==> config.mk <==
export PLATFORM = sky130hd
export DESIGN_NAME = morse_text_decoder_top
export DESIGN_NICKNAME = d
export VERILOG_FILES = /design/src/design/mtd_pkg.sv /design/src/design/mtd_front.sv /design/src/design/mtd_queue.sv /design/src/design/mtd_back.sv /design/src/design/morse_text_decoder_top.sv
export SDC_FILE = /design/constraint.sdc
export NUM_CORES = 1
export LEC_CHECK = 0
export ABC_AREA = 1
export BUFFER_PORTS_ARGS = -buffer_cell sky130_fd_sc_hd__buf_4
export CAP_MARGIN = 20
export CELL_PAD_IN_SITES_DETAIL_PLACEMENT = 0
export CELL_PAD_IN_SITES_GLOBAL_PLACEMENT = 1
export CORE_AREA = 2 2 70 72
export DETAILED_ROUTE_END_ITERATION = 10
export DIE_AREA = 0 0 72 74
export PLACE_DENSITY_LB_ADDON = 0.3
export SLEW_MARGIN = 20
export SYNTH_ARGS = -nofsm -noshare
export SYNTH_HDL_FRONTEND = slang
export SYNTH_SLANG_ARGS = --single-unit
==> constraint.sdc <==
create_clock -name aclk -period 3.2 [get_ports aclk]
set_input_delay 0.64 -clock aclk [delete_from_list [all_inputs] [get_ports aclk]]
set_output_delay 0.64 -clock aclk [all_outputs]
set_load 0.02 [all_outputs]
==> src/design/mtd_pkg.sv <==
package mtd_pkg;

    // Byte codes
    localparam logic [7:0] DOT_CHAR       = 8'h2E;
    localparam logic [7:0] DASH_CHAR      = 8'h2D;
    localparam logic [7:0] SEPARATOR_CHAR = 8'h7C;
    localparam logic [7:0] UNKNOWN_CHAR   = 8'h21;

    // Default longest code; lookup ports are sized for the largest allowed value
    localparam int MAX_CODE_LENGTH_DEF = 6;
    localparam int LOOKUP_LEN_W        = 4;
    localparam int LOOKUP_PAT_W        = 8;
    localparam int CODE_W              = 6;

    // Depth of the queue between front and back
    localparam int QUEUE_DEPTH = 2;

    // Class of one input byte
    typedef enum logic [1:0] {
        CLS_DOT,
        CLS_DASH,
        CLS_SEP,
        CLS_OTHER
    } sym_class_t;

    // One queued item, with its valid flag
    typedef struct packed {
        logic       valid;
        sym_class_t cls;
    } sym_item_t;

    // Code table: length, pattern (dot = 0, dash = 1, first symbol highest), character
    typedef struct packed {
        logic [LOOKUP_LEN_W-1:0] len;
        logic [CODE_W-1:0]       code;
        logic [7:0]              ch;
    } morse_entry_t;

    localparam int MORSE_TABLE_SIZE = 43;

    localparam morse_entry_t MORSE_TABLE [MORSE_TABLE_SIZE] = '{
        '{4'd2, 6'b000001, 8'h41}, // A .-
        '{4'd4, 6'b001000, 8'h42}, // B -...
        '{4'd4, 6'b001010, 8'h43}, // C -.-.
        '{4'd3, 6'b000100, 8'h44}, // D -..
        '{4'd1, 6'b000000, 8'h45}, // E .
        '{4'd4, 6'b000010, 8'h46}, // F ..-.
        '{4'd3, 6'b000110, 8'h47}, // G --.
        '{4'd4, 6'b000000, 8'h48}, // H ....
        '{4'd2, 6'b000000, 8'h49}, // I ..
        '{4'd4, 6'b000111, 8'h4A}, // J .---
        '{4'd3, 6'b000101, 8'h4B}, // K -.-
        '{4'd4, 6'b000100, 8'h4C}, // L .-..
        '{4'd2, 6'b000011, 8'h4D}, // M --
        '{4'd2, 6'b000010, 8'h4E}, // N -.
        '{4'd3, 6'b000111, 8'h4F}, // O ---
        '{4'd4, 6'b000110, 8'h50}, // P .--.
        '{4'd4, 6'b001101, 8'h51}, // Q --.-
        '{4'd3, 6'b000010, 8'h52}, // R .-.
        '{4'd3, 6'b000000, 8'h53}, // S ...
        '{4'd1, 6'b000001, 8'h54}, // T -
        '{4'd3, 6'b000001, 8'h55}, // U ..-
        '{4'd4, 6'b000001, 8'h56}, // V ...-
        '{4'd3, 6'b000011, 8'h57}, // W .--
        '{4'd4, 6'b001001, 8'h58}, // X -..-
        '{4'd4, 6'b001011, 8'h59}, // Y -.--
        '{4'd4, 6'b001100, 8'h5A}, // Z --..
        '{4'd5, 6'b011111, 8'h30}, // 0
        '{4'd5, 6'b001111, 8'h31}, // 1
        '{4'd5, 6'b000111, 8'h32}, // 2
        '{4'd5, 6'b000011, 8'h33}, // 3
        '{4'd5, 6'b000001, 8'h34}, // 4
        '{4'd5, 6'b000000, 8'h35}, // 5
        '{4'd5, 6'b010000, 8'h36}, // 6
        '{4'd5, 6'b011000, 8'h37}, // 7
        '{4'd5, 6'b011100, 8'h38}, // 8
        '{4'd5, 6'b011110, 8'h39}, // 9
        '{4'd6, 6'b010101, 8'h2E}, // full stop
        '{4'd6, 6'b110011, 8'h2C}, // comma
        '{4'd6, 6'b111000, 8'h3A}, // colon
        '{4'd6, 6'b001100, 8'h3F}, // question mark
        '{4'd6, 6'b100001, 8'h2D}, // hyphen
        '{4'd5, 6'b010010, 8'h2F}, // slash
        '{4'd6, 6'b011110, 8'h20}  // space
    };

    // Parallel match against every table entry; no match gives the unknown character
    function automatic logic [7:0] morse_lookup(input logic [LOOKUP_LEN_W-1:0] len,
                                                input logic [LOOKUP_PAT_W-1:0] pat);
        logic [7:0] ch;
        ch = UNKNOWN_CHAR;
        for (int e = 0; e < MORSE_TABLE_SIZE; e++) begin
            if (len == MORSE_TABLE[e].len &&
                pat == LOOKUP_PAT_W'(MORSE_TABLE[e].code)) begin
                ch = MORSE_TABLE[e].ch;
            end
        end
        return ch;
    endfunction

endpackage

==> src/design/mtd_front.sv <==
module mtd_front
    import mtd_pkg::*;
(
    input  logic       aresetn,
    input  logic       s_valid,
    output logic       s_ready,
    input  logic [7:0] s_in_byte,
    input  logic       queue_full,
    output sym_item_t  push_item
);

    // Byte classification
    sym_class_t cls;

    always_comb begin
        priority if (s_in_byte == DOT_CHAR) begin
            cls = CLS_DOT;
        end else if (s_in_byte == DASH_CHAR) begin
            cls = CLS_DASH;
        end else if (s_in_byte == SEPARATOR_CHAR) begin
            cls = CLS_SEP;
        end else begin
            cls = CLS_OTHER;
        end
    end

    // Accept whenever the queue has room and reset is released
    assign s_ready         = ~queue_full & aresetn;
    assign push_item.valid = s_valid & ~queue_full & aresetn;
    assign push_item.cls   = cls;

endmodule

==> src/design/mtd_queue.sv <==
module mtd_queue
    import mtd_pkg::*;
#(
    parameter int DEPTH = QUEUE_DEPTH
) (
    input  logic      aclk,
    input  logic      aresetn,
    input  sym_item_t push_item,
    output logic      full,
    input  logic      pop,
    output sym_item_t head_item
);

    localparam int PTR_W = (DEPTH > 1) ? $clog2(DEPTH) : 1;
    localparam int CNT_W = $clog2(DEPTH + 1);

    sym_class_t       mem [DEPTH];
    logic [PTR_W-1:0] wr_ptr_reg, wr_ptr_next;
    logic [PTR_W-1:0] rd_ptr_reg, rd_ptr_next;
    logic [CNT_W-1:0] count_reg,  count_next;
    logic             do_pop;

    assign full           = (count_reg == CNT_W'(DEPTH));
    assign head_item.valid = (count_reg != '0);
    assign head_item.cls   = mem[rd_ptr_reg];
    assign do_pop          = pop & head_item.valid;

    // Pointer and fill bookkeeping
    always_comb begin
        wr_ptr_next = wr_ptr_reg;
        rd_ptr_next = rd_ptr_reg;
        count_next  = count_reg;
        if (push_item.valid) begin
            wr_ptr_next = (wr_ptr_reg == PTR_W'(DEPTH - 1)) ? '0 : wr_ptr_reg + 1'b1;
        end
        if (do_pop) begin
            rd_ptr_next = (rd_ptr_reg == PTR_W'(DEPTH - 1)) ? '0 : rd_ptr_reg + 1'b1;
        end
        unique case ({push_item.valid, do_pop})
            2'b10:   count_next = count_reg + 1'b1;
            2'b01:   count_next = count_reg - 1'b1;
            default: count_next = count_reg;
        endcase
    end

    always_ff @(posedge aclk) begin
        if (!aresetn) begin
            wr_ptr_reg <= '0;
            rd_ptr_reg <= '0;
            count_reg  <= '0;
        end else begin
            wr_ptr_reg <= wr_ptr_next;
            rd_ptr_reg <= rd_ptr_next;
            count_reg  <= count_next;
        end
    end

    // Storage
    always_ff @(posedge aclk) begin
        if (push_item.valid) begin
            mem[wr_ptr_reg] <= push_item.cls;
        end
    end

endmodule

==> src/design/mtd_back.sv <==
module mtd_back
    import mtd_pkg::*;
#(
    parameter int MAX_CODE_LENGTH = MAX_CODE_LENGTH_DEF
) (
    input  logic       aclk,
    input  logic       aresetn,
    input  sym_item_t  head_item,
    output logic       pop,
    output logic       m_valid,
    input  logic       m_ready,
    output logic [7:0] m_out_char
);

    localparam int CNT_W = $clog2(MAX_CODE_LENGTH + 2);

    logic [CNT_W-1:0]           count_reg,   count_next;
    logic [MAX_CODE_LENGTH-1:0] pattern_reg, pattern_next;
    logic                       invalid_reg, invalid_next;
    logic                       m_valid_reg, m_valid_next;
    logic [7:0]                 m_char_reg,  m_char_next;
    logic [LOOKUP_LEN_W-1:0]    lookup_len;
    logic [LOOKUP_PAT_W-1:0]    lookup_pat;
    logic [7:0]                 lookup_char;
    logic                       out_free;

    // A separator may only be taken when the output register can accept it
    assign out_free = ~m_valid_reg | m_ready;
    assign pop      = head_item.valid & (out_free | (head_item.cls != CLS_SEP));

    // Widen the gathered code to the lookup's port width
    always_comb begin
        lookup_len = '0;
        lookup_pat = '0;
        lookup_len[CNT_W-1:0]           = count_reg;
        lookup_pat[MAX_CODE_LENGTH-1:0] = pattern_reg;
    end

    assign lookup_char = morse_lookup(lookup_len, lookup_pat);

    // Code accumulation and result generation
    always_comb begin
        count_next   = count_reg;
        pattern_next = pattern_reg;
        invalid_next = invalid_reg;
        m_valid_next = m_valid_reg & ~m_ready;
        m_char_next  = m_char_reg;
        if (pop) begin
            unique case (head_item.cls)
                CLS_SEP: begin
                    if (count_reg != '0) begin
                        m_valid_next = 1'b1;
                        m_char_next  = (invalid_reg || count_reg > CNT_W'(MAX_CODE_LENGTH))
                                       ? UNKNOWN_CHAR : lookup_char;
                        count_next   = '0;
                        pattern_next = '0;
                        invalid_next = 1'b0;
                    end
                end
                CLS_DOT, CLS_DASH: begin
                    if (count_reg < CNT_W'(MAX_CODE_LENGTH)) begin
                        pattern_next = {pattern_reg[MAX_CODE_LENGTH-2:0],
                                        (head_item.cls == CLS_DASH)};
                    end
                    if (count_reg <= CNT_W'(MAX_CODE_LENGTH)) begin
                        count_next = count_reg + 1'b1;
                    end
                end
                default: begin
                    invalid_next = 1'b1;
                    if (count_reg <= CNT_W'(MAX_CODE_LENGTH)) begin
                        count_next = count_reg + 1'b1;
                    end
                end
            endcase
        end
    end

    always_ff @(posedge aclk) begin
        if (!aresetn) begin
            count_reg   <= '0;
            pattern_reg <= '0;
            invalid_reg <= 1'b0;
            m_valid_reg <= 1'b0;
        end else begin
            count_reg   <= count_next;
            pattern_reg <= pattern_next;
            invalid_reg <= invalid_next;
            m_valid_reg <= m_valid_next;
        end
    end

    // Output character register
    always_ff @(posedge aclk) begin
        m_char_reg <= m_char_next;
    end

    assign m_valid    = m_valid_reg;
    assign m_out_char = m_char_reg;

endmodule

==> src/design/morse_text_decoder_top.sv <==
// Channel  | Ports                          | Transaction
// ---------+--------------------------------+-----------------------------------
// input    | s_valid, s_ready, s_in_byte    | one text byte ('.', '-', '|', other)
// output   | m_valid, m_ready, m_out_char   | one decoded character, '!' if unknown
//
// One byte is taken per cycle while the queue has room. A byte is first written into
// the queue; a separator's character is written into the output register when the
// separator is popped from the head of the queue.
// The rate is set by the code register update in the back end
// and the two-entry queue in front of it.
// Reset (aresetn low, synchronous) clears the code, the queue and the output valid;
// s_ready is low during reset.
// A stalled output holds a separator at the head of the queue; bytes behind it wait
// and s_ready drops once the queue is full.
module morse_text_decoder_top
    import mtd_pkg::*;
#(
    parameter int MAX_CODE_LENGTH = MAX_CODE_LENGTH_DEF
) (
    input  logic       aclk,
    input  logic       aresetn,
    input  logic       s_valid,
    output logic       s_ready,
    input  logic [7:0] s_in_byte,
    output logic       m_valid,
    input  logic       m_ready,
    output logic [7:0] m_out_char
);

    sym_item_t push_item;
    sym_item_t head_item;
    logic      queue_full;
    logic      pop;

    mtd_front u_front (
        .aresetn    (aresetn),
        .s_valid    (s_valid),
        .s_ready    (s_ready),
        .s_in_byte  (s_in_byte),
        .queue_full (queue_full),
        .push_item  (push_item)
    );

    mtd_queue #(
        .DEPTH (QUEUE_DEPTH)
    ) u_queue (
        .aclk      (aclk),
        .aresetn   (aresetn),
        .push_item (push_item),
        .full      (queue_full),
        .pop       (pop),
        .head_item (head_item)
    );

    mtd_back #(
        .MAX_CODE_LENGTH (MAX_CODE_LENGTH)
    ) u_back (
        .aclk       (aclk),
        .aresetn    (aresetn),
        .head_item  (head_item),
        .pop        (pop),
        .m_valid    (m_valid),
        .m_ready    (m_ready),
        .m_out_char (m_out_char)
    );

endmodule
==> flow_summary_export.csv, run 1 <==
group,metric,value,unit
timing,hold_viol_final,0,
placed_design,port_buffers,20,
worst_setup_path,r2r_slack,0.70,ns
die,io_pins,22,
job,max_cap_violations,0,
die,dieArea,5330,um^2
finish,largest_reg_flops,7,
global_routing,first_global_vias,1825,
routing,drt-pass1-iter-count,4,
die,initial_core_util,43.0,%
routing,met1_length,2.03,mm
timing,slew_headroom,51.7,%
yosys,synth-seq-cells,27,
timing,setup_tns,0,ns
die,fp-row-count,25,
yosys,synthesis.area,1980,um^2
worst_setup_path,reg2reg_to,"u_back.m_out_char[2]",
yosys,synthCells,300,
clock_network,htree_levels,1,
pwr,pwr_density_cell,611,nW/um^2
clock_network,post_cts_buffers,0,
finish,seq_area,651,um^2
die,die_x,72,um
yosys,yosys.cell_types.count,42,
worst_setup_path,path_class,"flip-flop to flip-flop",
die,fp.dieH,74,um
routing,routedWlPerCell,12.9,um
finish,drive_gt1_share,14.6,%
global_routing,grt.total_usage,18.8,%
clock_network,cts_root_buf,"clkbuf_8",
hold_path,min_to,"u_queue.rd_ptr_reg",
routing,top_layer,"met4",
outcome,status,"complete, no violations",
hold_path,hold_depth,1,
yosys,synthArstFlopShare,0,%
routing,wl_met2,2.45,mm
clock_network,clkSinkCount,27,
global_routing,grt_max_degree,16,
yosys,ys_seq_area_share,32.9,%
timing,hold-worst-slack,0.455,ns
timing,rsz0062_at_grt,"no",
finish,syn_to_final_growth,12.7,%
global_routing,antenna_found_initial,0,
pwr,pwr-share-seq,36.3,%
placed_design,dp_hpwl,3.86,mm
timing,fmax,0.400,GHz
pwr,pwr-share-clk,14.1,%
hold_path,min-delay-start,"u_queue.rd_ptr_reg",
worst_setup_path,r2r-start,"u_back.count_reg[2]",
pwr,p_sw,0.634,mW
timing,worstMarginPinSlew,0.706,ns
clock_network,insertion_delay,0.27,ns
worst_setup_path,reg2reg_depth,12,
yosys,synthTopCellsByArea,"edfxtp_1 17%, dfxtp_1 16%, nand2_1 11%",
routing,drtAntennaViolNets,0,
pwr,ir_drop,0.000367,V
yosys,synth_top_area_share,16.7,%
pwr,p_leak,1.06,nW
clock_network,cts.repair.resized,0,
placed_design,place_congestion,0.962,
global_routing,grt_pass1_wl,7.87,mm
timing,finalCriticalPeriod,2.50,ns
die,coreArea,4600,um^2
yosys,synth-main-ff-cell,"dfxtp_1",
finish,fin_nets,340,
routing,drtIter0Drc,129,
routing,drc,0,
timing,finalSetupViolations,0,
pwr,combPwrFrac,49.5,%
routing,routed-wl-met3,221,um
yosys,syn-num-nets,318,
finish,diodes,0,
yosys,yosysWarnings,0,
timing,fin_skew,0.00334,ns
worst_setup_path,worstPathRequired,3.24,ns
worst_setup_path,crit_fanout,8,
clock_network,clk_path_buf_depth,2,
yosys,synth_edf_count,11,
hold_path,hold_class,"flip-flop to flip-flop",
yosys,yosys-top-cells-count,"56 x nand2_1, 49 x nor2_1, 45 x inv_1",
finish,fillCellCount,501,
clock_network,tritoncts,"done",
worst_setup_path,worstPathArrival,2.54,ns
global_routing,grt_overflow,0,
worst_setup_path,endpoint_kind,"flip-flop",
worst_setup_path,critPathLaunchType,"flip-flop",
routing,vias_per_cell,5.38,
pwr,sw_frac_of_total,46.6,%
yosys,syn_avg_cell_area,6.59,um^2
finish,multi_input_area,1100,um^2
clock_network,ctsHoldBuffers,0,
yosys,synth.most_common_cell,"nand2_1",
finish,instances_no_fill,375,
clock_network,cts_made_buffers,3,
routing,wirelength,4.82,mm
routing,vias,2019,
timing,maxSlewViolCount,0,
pwr,p_int,0.727,mW
clock_network,clk_pin_slew,0.09,ns
placed_design,place_inst,371,
finish,final_core_util,48.5,%
timing,post-route-period-util,78.0,%
yosys,yosysTopAreaCell,"edfxtp_1",
==> cells in the final DEF (no fill, tap or decap), types with 6 or more instances in the layout <==
master	netlist	final
buf_4	1	21
inv_2	10	10
nand3_1	14	14
inv_1	45	45
a21oi_1	18	18
ha_1	6	6
nand2_1	56	56
nor2_1	49	49
dfxtp_1	16	16
nor3_1	12	12
o21ai_0	9	9
edfxtp_1	11	11
nand4_1	8	8
==> worst max-delay path, cell delays in order (launching register included) <==
cell      delay, ns
dfxtp_1        0.52
inv_1          0.17
ha_1           0.25
inv_1          0.12
nor2_1         0.10
a21oi_1        0.15
inv_1          0.07
nor3_1         0.19
o21ai_1        0.12
a311oi_1       0.35
nand2_1        0.09
nand3_1        0.08
inv_1          0.04
==> worst max path at each step <==
stage / cells after the start / start / end
3_3_place_gp: 12 / u_back.count_reg[2] / u_back.m_out_char[2]
5_1_grt: 12 / u_back.count_reg[2] / u_back.m_out_char[2]
3_5_place_dp: 12 / u_back.count_reg[2] / u_back.m_out_char[2]
4_1_cts: 12 / u_back.count_reg[2] / u_back.m_out_char[2]
6_report: 12 / u_back.count_reg[2] / u_back.m_out_char[2]
2_1_floorplan: 9 / aresetn / u_queue.count_reg[1]
==> metrics by stage <==
step           power (mW)  setup slack, ns  area (um^2)
2_1_floorplan        1.00             1.18         1980
3_3_place_gp         1.17            0.746         2180
3_5_place_dp         1.17            0.800         2180
4_1_cts              1.36            0.765         2230
5_1_grt              1.48            0.517         2230
6_report             1.36            0.702         2230
==> final cells by class <==
| cell class | count | area share [%] |
|---|---|---|
| Clock inverter | 1 | 0.225 |
| Sequential cell | 27 | 29.2 |
| Timing Repair Buffer | 21 | 7.07 |
| Clock buffer | 3 | 1.85 |
| Inverter | 55 | 9.26 |
| Tap cell | 54 | 3.03 |
| Multi-Input combinational cell | 214 | 49.4 |
==> kinds of logic after synthesis <==
family	after synthesis	share of synthesized area (%)
AND/OR/NAND/NOR	157	35.7
buffers and inverters	59	11.5
AO/OA/AOI/OAI	49	15.4
flip-flops	27	32.9
adder cells (fa/ha/maj)	6	3.79
multiplexers	1	0.506
other	1	0.190
==> metal layers <==
layer | GRT usage (%) | vias to the layer above
met5 | 0 | -
met4 | 7.55 | 0
met3 | 3.12 | 11
met2 | 34.0 | 58
met1 | 22.3 | 918
li1 | - | 1032
==> power by group through the flow <==
stage	clock network [mW]	registers (mW)	logic (mW)
final	0.192	0.494	0.674
after global routing	0.212	0.505	0.758
after CTS	0.203	0.494	0.667
after detailed placement	0	0.502	0.664
after global placement	0	0.500	0.673
after floorplan	0	0.489	0.514
No activity file was read; power rests on OpenSTA's default activity.
==> run 2, diff against run 1 <==
Settings changed: ABC_AREA 1 to 0, CORE_AREA 2 2 70 72 to 2 2 76 78, DIE_AREA 0 0 72 74 to 0 0 78 80.
Clock period 3.2 ns to 2.35 ns, I/O delays scaled along.
==> flow_summary_export.csv, run 2 <==
group,metric,value,unit
routing,routedWlPerCell,16.4,um
yosys,synthTopCellsByArea,"edfxtp_1 14%, dfxtp_1 13%, buf_6 3.7%",
yosys,syn_avg_cell_area,8.64,um^2
routing,drc,0,
global_routing,grt.total_usage,19.8,%
placed_design,port_buffers,20,
worst_setup_path,path_class,"flip-flop to flip-flop",
finish,final_common_cell,"buf_4",
yosys,yosys.cell_types.count,79,
timing,hold-worst-slack,0.487,ns
yosys,synthCells,282,
placed_design,place_congestion,0.947,
global_routing,grt_pass1_wl,9.96,mm
clock_network,cts_made_buffers,3,
yosys,synth-seq-cells,27,
timing,maxSlewViolCount,0,
worst_setup_path,slowest_stage,"edfxtp_1",
worst_setup_path,critPathLaunchType,"flip-flop",
yosys,yosys-top-cells-count,"18 x nor2_1, 16 x a21oi_1, 16 x dfxtp_1, 16 x nand3_1, 13 x nand2_1",
die,dieArea,6240,um^2
worst_setup_path,crit_chain,"or3b_4 > a21boi_4 > or2_2 > inv_2 > ha_1 > or3_1 > a21boi_0",
timing,hold_viol_final,0,
yosys,synth_edf_count,11,
clock_network,cts_root_buf,"clkbuf_8",
die,fp.dieH,80,um
worst_setup_path,worstPathArrival,2.42,ns
clock_network,htree_levels,1,
yosys,synth-main-ff-cell,"dfxtp_1",
placed_design,dp_hpwl,4.66,mm
timing,worstMarginPinSlew,0.582,ns
worst_setup_path,max_stage_delay,0.43,ns
timing,finalCriticalPeriod,2.21,ns
pwr,ir_drop,0.000469,V
yosys,synthArstFlopShare,0,%
global_routing,first_global_vias,2061,
die,fp-row-count,27,
die,die_x,78,um
yosys,ys_seq_area_share,26.7,%
die,initial_core_util,45.1,%
routing,drtAntennaViolNets,0,
finish,largest_reg_flops,7,
worst_setup_path,crit_fanout,4,
routing,wirelength,6.13,mm
timing,post-route-period-util,94.0,%
clock_network,clkSinkCount,27,
timing,rsz0062_at_grt,"no",
worst_setup_path,path_buf_inv,1,
finish,fin_nets,320,
pwr,total_power,1.64,mW
routing,vias_per_cell,6.12,
yosys,yosysTopAreaCell,"edfxtp_1",
yosys,syn-num-nets,300,
yosys,synth.most_common_cell,"nor2_1",
clock_network,clk_pin_slew,0.10,ns
pwr,p_leak,0.965,nW
pwr,pwr_density_cell,608,nW/um^2
yosys,synth_top_area_share,13.6,%
die,io_pins,22,
finish,syn_to_final_growth,10.9,%
timing,setup_tns,0,ns
worst_setup_path,r2r_slack,0.14,ns
hold_path,min-delay-start,"s_in_byte[0]",
timing,slew_headroom,61.1,%
finish,drive_gt1_share,21.6,%
clock_network,insertion_delay,0.28,ns
global_routing,grt_max_degree,21,
timing,fmax,0.453,GHz
hold_path,hold_class,"input port to flip-flop",
yosys,synthesis.area,2440,um^2
finish,diodes,0,
worst_setup_path,cp_top_family,"simple AND/OR/NAND/NOR gates",
finish,final_cell_mix,"38 x buf_4, 18 x nor2_1, 16 x a21oi_1, 16 x nand3_1, 16 x dfxtp_1",
hold_path,hold_depth,2,
clock_network,tritoncts,"done",
hold_path,min_to,"u_queue.mem[0][0]",
clock_network,clk_path_buf_depth,2,
worst_setup_path,reg2reg_depth,7,
timing,fin_skew,0.00375,ns
routing,drt-pass1-iter-count,5,
job,max_cap_violations,0,
worst_setup_path,r2r-start,"u_queue.mem[0][0]",
worst_setup_path,endpoint_kind,"flip-flop",
routing,drtIter0Drc,337,
global_routing,antenna_found_initial,0,
global_routing,grt_overflow,0,
worst_setup_path,worstPathRequired,2.56,ns
timing,finalSetupViolations,0,
routing,vias,2282,
die,coreArea,5410,um^2
yosys,yosysWarnings,0,
worst_setup_path,reg2reg_to,"u_queue.count_reg[1]",
outcome,status,"complete, no violations",
[run 2: worst max path at each step]
stage,slack (ns),endpoint,startpoint,cells after the start
floorplan,0.18,u_queue.count_reg[1],aresetn,5
global placement,0.12,u_back.m_out_char[5],u_back.count_reg[0],7
detailed placement,0.12,u_queue.count_reg[1],u_queue.mem[0][0],7
CTS,0.09,u_queue.count_reg[1],u_queue.mem[0][0],7
global route,0.009,u_back.m_out_char[5],u_back.count_reg[0],6
finish,0.14,u_queue.count_reg[1],u_queue.mem[0][0],7
[run 2: what timing repair did]
action | in CTS | in global routing
gates resized for setup | 0 | 2
hold buffers | 0 | 0
setup buffers | 0 | 0
setup endpoints to repair | 0 | 2
[run 2: logic make-up after synthesis]
logic type / after synthesis / share of synthesized area, %
buffers and inverters: 31 / 8.22
flip-flops: 27 / 26.7
XOR/XNOR: 5 / 1.80
AO/OA/AOI/OAI: 75 / 22.3
AND/OR/NAND/NOR: 130 / 34.7
other: 1 / 0.154
multiplexers: 7 / 3.03
adder cells (fa/ha/maj): 6 / 3.08
[run 2: metal layers]
metal	GRT usage, %	vias up	part of all wire (%)
met5	0	-	0
met4	8.77	0	3.4
met3	4.75	22	8.5
met2	32.0	112	47
met1	25.1	1044	41
li1	-	1104	-
[run 2: cell type report]
cell class / count / area (um^2)
fill: 528 / 2700
multi-input combinational: 224 / 1600
sequential: 27 / 651
timing repair buffer: 38 / 285
tap: 72 / 90.1
clock buffer: 3 / 41.3
inverter: 8 / 30.0
clock inverter: 1 / 6.26
[run 2: per-stage QoR]
stage | instance area (um^2) | instances | setup WS, ns | utilization, %
after floorplan | 2440 | 282 | 0.184 | -
after global placement | 2640 | 369 | 0.125 | 48.9
after detailed placement | 2640 | 369 | 0.119 | 48.9
after CTS | 2690 | 373 | 0.0919 | 49.7
after global routing | 2700 | 373 | 0.00896 | 50.0
final | 2700 | 373 | 0.142 | 50.0
[run 2: report_power, final]
part,switching [mW],internal (mW),total [mW],leakage [nW]
sequential,0.0623,0.563,0.625,0.220
clock,0.153,0.122,0.274,0.0260
combinational,0.385,0.356,0.742,0.720
total,0.601,1.04,1.64,0.965
